## config.mk

```make
export PLATFORM = sky130hd
export DESIGN_NAME = kat_ctrl
export DESIGN_NICKNAME = d
export VERILOG_FILES = /design/src/rtl/kat_pkg.sv /design/src/rtl/kat_ctrl.sv
export SDC_FILE = /design/constraint.sdc
export NUM_CORES = 1
export LEC_CHECK = 0
export BUFFER_PORTS_ARGS = -buffer_cell sky130_fd_sc_hd__buf_2
export CORE_AREA = 2 2 39 41
export CTS_CLUSTER_DIAMETER = 30
export DETAILED_ROUTE_END_ITERATION = 12
export DIE_AREA = 0 0 41 43
export GPL_TIMING_DRIVEN = 1
export PLACE_DENSITY = 0.5
export SYNTH_ARGS = -nofsm -noshare
export SYNTH_HDL_FRONTEND = slang
export SYNTH_SLANG_ARGS = --single-unit
```

## constraint.sdc

```tcl
create_clock -name clk_i -period 3.3 [get_ports clk_i]
set_clock_uncertainty 0.1 [all_clocks]
set_input_delay 0.33 -clock clk_i [delete_from_list [all_inputs] [get_ports clk_i]]
set_output_delay 0.33 -clock clk_i [all_outputs]
set_load 0.01 [all_outputs]
```

## src/rtl/kat_pkg.sv

```systemverilog
// Shared constants, request codes and controller/datapath command types
// for the keyed accumulator table. No dependencies.
`default_nettype none

package kat_pkg;

  // Table geometry
  localparam int unsigned ENTRIES     = 64;
  localparam int unsigned KEY_BYTES   = 8;
  localparam int unsigned IDX_W       = $clog2(ENTRIES);

  // Field widths
  localparam int unsigned KEY_W       = 64;
  localparam int unsigned KEY_STORE_W = KEY_BYTES * 8;
  localparam int unsigned AMT_W       = 16;
  localparam int unsigned SUM_W       = 32;
  localparam int unsigned REQ_W       = 2;

  // Request codes; the fourth code is ignored
  localparam logic [REQ_W-1:0] REQ_ADD   = 2'd0;
  localparam logic [REQ_W-1:0] REQ_ERASE = 2'd1;
  localparam logic [REQ_W-1:0] REQ_QUERY = 2'd2;

  // Controller to datapath commands
  typedef struct packed {
    logic req_load;   // capture the accepted request
    logic match_en;   // register the parallel key compare
    logic index_en;   // encode hit/free indexes, read the stored sum
    logic sum_upd;    // write the saturated sum at the hit entry
    logic entry_new;  // claim the free entry for a new key
    logic entry_clr;  // clear the valid mark of the hit entry
    logic out_load;   // load the result register
  } kat_cmd_t;

  // Datapath to controller status
  typedef struct packed {
    logic [REQ_W-1:0] req_type;
    logic             hit;
    logic             full;
  } kat_sts_t;

endpackage

`default_nettype wire

```

## src/rtl/kat_ctrl.sv

```systemverilog
// Controller of the keyed accumulator table: sequences match, index and
// update steps and owns the result valid flag. Uses kat_pkg.
`default_nettype none

module kat_ctrl (
  input  wire                clk_i,
  input  wire                rst_ni,
  input  wire                req_valid_i,
  output logic               req_ready_o,
  output logic               rsp_valid_o,
  input  wire                rsp_ready_i,
  input  kat_pkg::kat_sts_t  sts_i,
  output kat_pkg::kat_cmd_t  cmd_o
);
  import kat_pkg::*;

  localparam logic [1:0] ST_IDLE   = 2'd0;
  localparam logic [1:0] ST_MATCH  = 2'd1;
  localparam logic [1:0] ST_INDEX  = 2'd2;
  localparam logic [1:0] ST_UPDATE = 2'd3;

  logic [1:0] state_d, state_q;
  logic       out_valid_d, out_valid_q;
  logic       need_rsp, out_free;
  logic       is_add;

  assign is_add   = (sts_i.req_type == REQ_ADD);
  assign need_rsp = (sts_i.req_type == REQ_QUERY) || (is_add && !sts_i.hit && sts_i.full);
  assign out_free = !out_valid_q || rsp_ready_i;

  assign req_ready_o = (state_q == ST_IDLE);
  assign rsp_valid_o = out_valid_q;

  // Step through one request; hold in update while the result has no room
  always_comb begin
    state_d = state_q;
    cmd_o   = '0;
    unique case (state_q)
      ST_IDLE: begin
        cmd_o.req_load = req_valid_i;
        if (req_valid_i) begin
          state_d = ST_MATCH;
        end
      end
      ST_MATCH: begin
        cmd_o.match_en = 1'b1;
        state_d        = ST_INDEX;
      end
      ST_INDEX: begin
        cmd_o.index_en = 1'b1;
        state_d        = ST_UPDATE;
      end
      ST_UPDATE: begin
        if (!need_rsp || out_free) begin
          cmd_o.sum_upd   = is_add && sts_i.hit;
          cmd_o.entry_new = is_add && !sts_i.hit && !sts_i.full;
          cmd_o.entry_clr = (sts_i.req_type == REQ_ERASE) && sts_i.hit;
          cmd_o.out_load  = need_rsp;
          state_d         = ST_IDLE;
        end
      end
      default: state_d = ST_IDLE;
    endcase
  end

  // Result valid: set on load, drop on transfer
  always_comb begin
    out_valid_d = out_valid_q;
    if (cmd_o.out_load) begin
      out_valid_d = 1'b1;
    end else if (rsp_ready_i) begin
      out_valid_d = 1'b0;
    end
  end

  always_ff @(posedge clk_i or negedge rst_ni) begin
    if (!rst_ni) begin
      state_q     <= ST_IDLE;
      out_valid_q <= 1'b0;
    end else begin
      state_q     <= state_d;
      out_valid_q <= out_valid_d;
    end
  end

  // An accepted request moves straight to the compare step
  a_accept_match: assert property (@(posedge clk_i) disable iff (!rst_ni)
    (req_valid_i && req_ready_o) |=> (state_q == ST_MATCH))
    else $error("accepted request did not start a compare");

  // A result is never loaded over one that is still waiting
  a_no_overwrite: assert property (@(posedge clk_i) disable iff (!rst_ni)
    cmd_o.out_load |-> (!out_valid_q || rsp_ready_i))
    else $error("result register overwritten");

  // At most one table update per request step
  a_one_update: assert property (@(posedge clk_i) disable iff (!rst_ni)
    $onehot0({cmd_o.sum_upd, cmd_o.entry_new, cmd_o.entry_clr}))
    else $error("conflicting table updates");

endmodule

`default_nettype wire

```

# --- Word level (Yosys, flattened, before mapping) ---
# Cells that the tools add are included.
classes:
  addsub: 0
  n_mul: 0
  div_mod_pow: 0
  order_cmp: 0
  n_eq_ne: 7
  shifts: 0
  n_mux: 10
  bitwise_logic: 0
  reduce_logical: 16
op_table:
  columns: ["operator", "count"]
  rows:
  - ["$mux W4", 2]
  - ["$pmux W2 S4", 1]
  - ["$eq A2 B2 Y1 const B", 3]
  - ["$logic_and A1 B1 Y1", 5]
  - ["$mux W1", 5]
  - ["$eq A2 B1 Y1 const B", 2]
  - ["$logic_not A1 Y1", 4]
  - ["$logic_not A2 Y1", 2]
  - ["$mux W2", 2]
  - ["$ne A2 B2 Y1 const B", 2]
  - ["$logic_or A1 B1 Y1", 3]
  - ["$reduce_and A2 Y1", 1]
  - ["$reduce_bool A2 Y1", 1]
totals:
  register_bits: 3
  latchBits: 0
  ram_bits: 0
  mem_bits_ro: 0
  in_bits: 8
  output_inout_bits: 9
  word_cells: 35
  n_memories: 0

# --- Logic depth before layout (Yosys ltp) ---
depth:
  depth_word: 9
  mapped_depth: 5
  ltp_nobuf: 5

# --- Worst setup path before layout ---
# No wires, ideal clock.
synth_path:
  path_type: "register to register"
  startpoint: "reg state_q[0]"
  endpoint: "reg state_q[1]"
  setup_ps: 125
  t_arrival_ps: 1286
  t_required_ps: 3075
  path_slack_ps: 1789
  path_stages_with_launch: 6
  n_path_buf: 0
  synth_period_minus_slack_ps: 1511
  path_cell_list: "dfrtp_1 inv_1 ha_1 inv_1 o22ai_2 mux2_4"
synth_via:
  elab_chain_len: 3
synth_lines:
  columns: ["element", "line", "rtl"]
  rows:
  - ["from (decl)", "kat_ctrl.sv:22", "logic [1:0] state_d, state_q;"]
  - ["from (signal assigned)", "kat_ctrl.sv:81", "state_q <= state_d;"]
  - ["$logic_not A2 Y1 (*)", null, null]
  - ["named net req_ready_o", "kat_ctrl.sv:9", "output logic req_ready_o,"]
  - ["$ne A2 B2 Y1 (no source line)", null, null]
  - ["$reduce_and A2 Y1 (no source line)", null, null]
# Mark *: on every way through the listed nets, which the timed path passes. The rest lies on a longest branch.
# A chain may end at the register's enable or synchronous reset.

==> impl_metrics.tcl <==
set metrics [dict create \
    status "complete, no violations" \
    crit_top_cell "nor2b_1" \
    synth_warnings 0 \
    cpPeakStageDelay_ns 0.38 \
    period_minus_slack_ns 1.70 \
    num_io_pins 17 \
    yosysTopAreaCellShare_pct 27.6 \
    area_growth_pct 47.5 \
    synthCells 28 \
    placement.cell_area_um2 364 \
    final_design_area_no_fill_um2 400 \
    first_iter_violations 2 \
    rr_worst_depth 5 \
    hold_slack_ns 0.278 \
    drc_errors 0 \
    p_leak_nw 0.222 \
    path_buf_inv 1 \
    hold_class "input port to flip-flop" \
    grt_max_degree 5 \
    core_mm2 0.00138 \
    clk_pin_slew_ns 0.04 \
    cts_tree "done" \
    place_hpwl_um 466 \
    cts_sinks 3 \
    arrival_ns 1.27 \
    crit_path_end_kind "output port" \
    hold_viol 0 \
    insertion_delay_ns 0.23 \
    start_util_pct 19.6 \
    path_class "flip-flop to output port" \
    yosysSeqAreaShare_pct 27.6 \
    dieWidth_um 41 \
    cts_resized 0 \
    numCtsBuffers 3 \
    synth_seq_cells 3 \
    netlist_top_cells_area "dfrtp_1, ha_1, nor2b_1" \
    cts_setup_buffers 0 \
    setup_viol 0 \
    final_max_slew_viol_count 0 \
    min_path_cells 3 \
    cp.depth 5 \
    drtPass1Iterations 4 \
    antenna_found_initial 0 \
    crit_path_cell_trace "ha_1 -> nor2b_1 -> o21ai_2 -> nor2b_1 -> buf_2" \
    synth_cell_type_count 16 \
    antennaDiodeCount 0 \
    grt_pass1_wl_um 903 \
    setup_tns_ns 0 \
    overflow 0 \
    grt_pass1_vias 248 \
    drive_gt1_share_pct 47.9 \
    min_period_over_period_pct 51.6 \
    cp_slowest_cell "dfrtp_1" \
    nets 62 \
    num_vias 245 \
    syn_nets 41 \
    numPortBuffers 16 \
    fmax_ghz 0.587 \
    ant_nets 0 \
    worstPathRequired_ns 2.87 \
    cp_max_fo 4 \
    startpoint_type "flip-flop" \
    synth_area_per_cell_um2 9.70 \
    rows 14 \
    drv_cap 0 \
    synth_top_area_cell "dfrtp_1" \
    rsz0062_at_grt "false" \
    gp_congestion 0.636 \
    postCtsHoldBufs 1 \
    die_h_um 43 \
    wl_per_cell_um 9.05 \
    power-per-cell-area_mw_per_mm2 747 \
    track_usage_pct 7.94 \
    cts_max_level 1 \
    crit_family "flip-flops" \
    root_buffer "clkbuf_4" \
    worst_pin_slew_ns 0.211 \
    clock_path_buffers 2 \
    synth.cell_area_um2 272 \
    slew_headroom_pct 85.8 \
    vdd_drop_max_mv 0.311 \
    wl_um 579 \
    post_drt_via_cell_ratio 3.83 \
    die-area_mm2 0.00176 \
]
[tightest hold or removal path, cell delays in order]
cell and delay [ns]:
buf_2 0.09, o21ai_2 0.08, nand2_1 0.07
[worst paths after layout]
| kind | startpoint | end | slack (ns) |
|---|---|---|---|
| worst max-delay path | state_q[1] | cmd_o[0] | 1.60 |
| worst min-delay path | sts_i[3] | rsp_valid_o | 0.28 |
| worst max register to register | state_q[0] | state_q[1] | 1.76 |
| worst min register to register | rsp_valid_o | rsp_valid_o | 0.42 |
| max in group asynchronous | rst_ni | rsp_valid_o | 2.67 |
| min in group asynchronous | rst_ni | state_q[1] | 0.33 |
[synthesized netlist by cell type]
cell type and number:
nor2b_1 3, and2_1 1, ha_1 5, nor4_1 1
dfrtp_1 3, nor3b_1 1, inv_1 3, o22ai_2 1
mux2_4 1, nor2_1 2, mux2i_1 1, nand2b_2 1
buf_4 1, nand2b_1 1, o21ai_2 1, nand2_1 2
[state kept, by name, indices dropped and copies added, names as in the netlist]
signal	cells
state_q	2
rsp_valid_o	1
[layout by cell type (no fill, tap or decap)]
master / synthesis / layout
buf_2: 0 / 16
ha_1: 5 / 5
inv_1: 3 / 3
nor2b_1: 3 / 3
clkbuf_4: 0 / 3
dfrtp_1: 3 / 3
nand2_1: 2 / 2
nor2_1: 2 / 2
nand2b_1: 1 / 1
nor4_1: 1 / 1
o21ai_2: 1 / 1
nand2b_2: 1 / 1
nor3b_1: 1 / 1
and2_1: 1 / 1
o22ai_2: 1 / 1
mux2i_1: 1 / 1
mux2_4: 1 / 1
clkbuf_1: 0 / 1
dlygate4sd3_1: 0 / 1
[metrics by stage]
stage	power, mW	setup slack (ns)	cells	utilization, %
floorplan	0.187	1.79	28	-
global placement	0.235	1.80	59	26.3
detailed placement	0.232	1.77	59	26.3
CTS	0.305	1.58	64	28.9
global route	0.335	1.45	64	28.9
finish	0.299	1.60	64	28.9
[cells by family after synthesis]
logic type,count (synthesis),share of synthesized area (%)
DFF,3,27.6
buffers and inverters,4,6.91
muxes,2,9.22
and+or+nand+nor,12,25.4
AOI/OAI and AO/OA,2,7.83
adders and majority gates,5,23.0
[layout make-up]
type / instances / area [um^2]
clock buffers: 4 / 26.3
fillers: 147 / 983
inverters: 3 / 11.3
multi-input cells: 21 / 178
flip-flops and latches: 3 / 75.1
well taps: 16 / 20.0
repair buffers: 17 / 90.1
[power breakdown]
part / internal, mW / switching (mW) / leakage, nW / total, mW
Sequential: 0.0547 / 0.0144 / 0.0369 / 0.0692
Clock: 0.0453 / 0.0190 / 0.0150 / 0.0644
Combinational: 0.0804 / 0.0851 / 0.170 / 0.166
[layer usage]
layer / vias up / track usage (%) / wire length, um
met4: 0 / 8.00 / 0
met2: 14 / 11.6 / 235
li1: 130 / - / -
met5: - / 0 / 0
met3: 0 / 1.57 / 60
met1: 101 / 8.71 / 283
(Power assumes the default switching activity.)
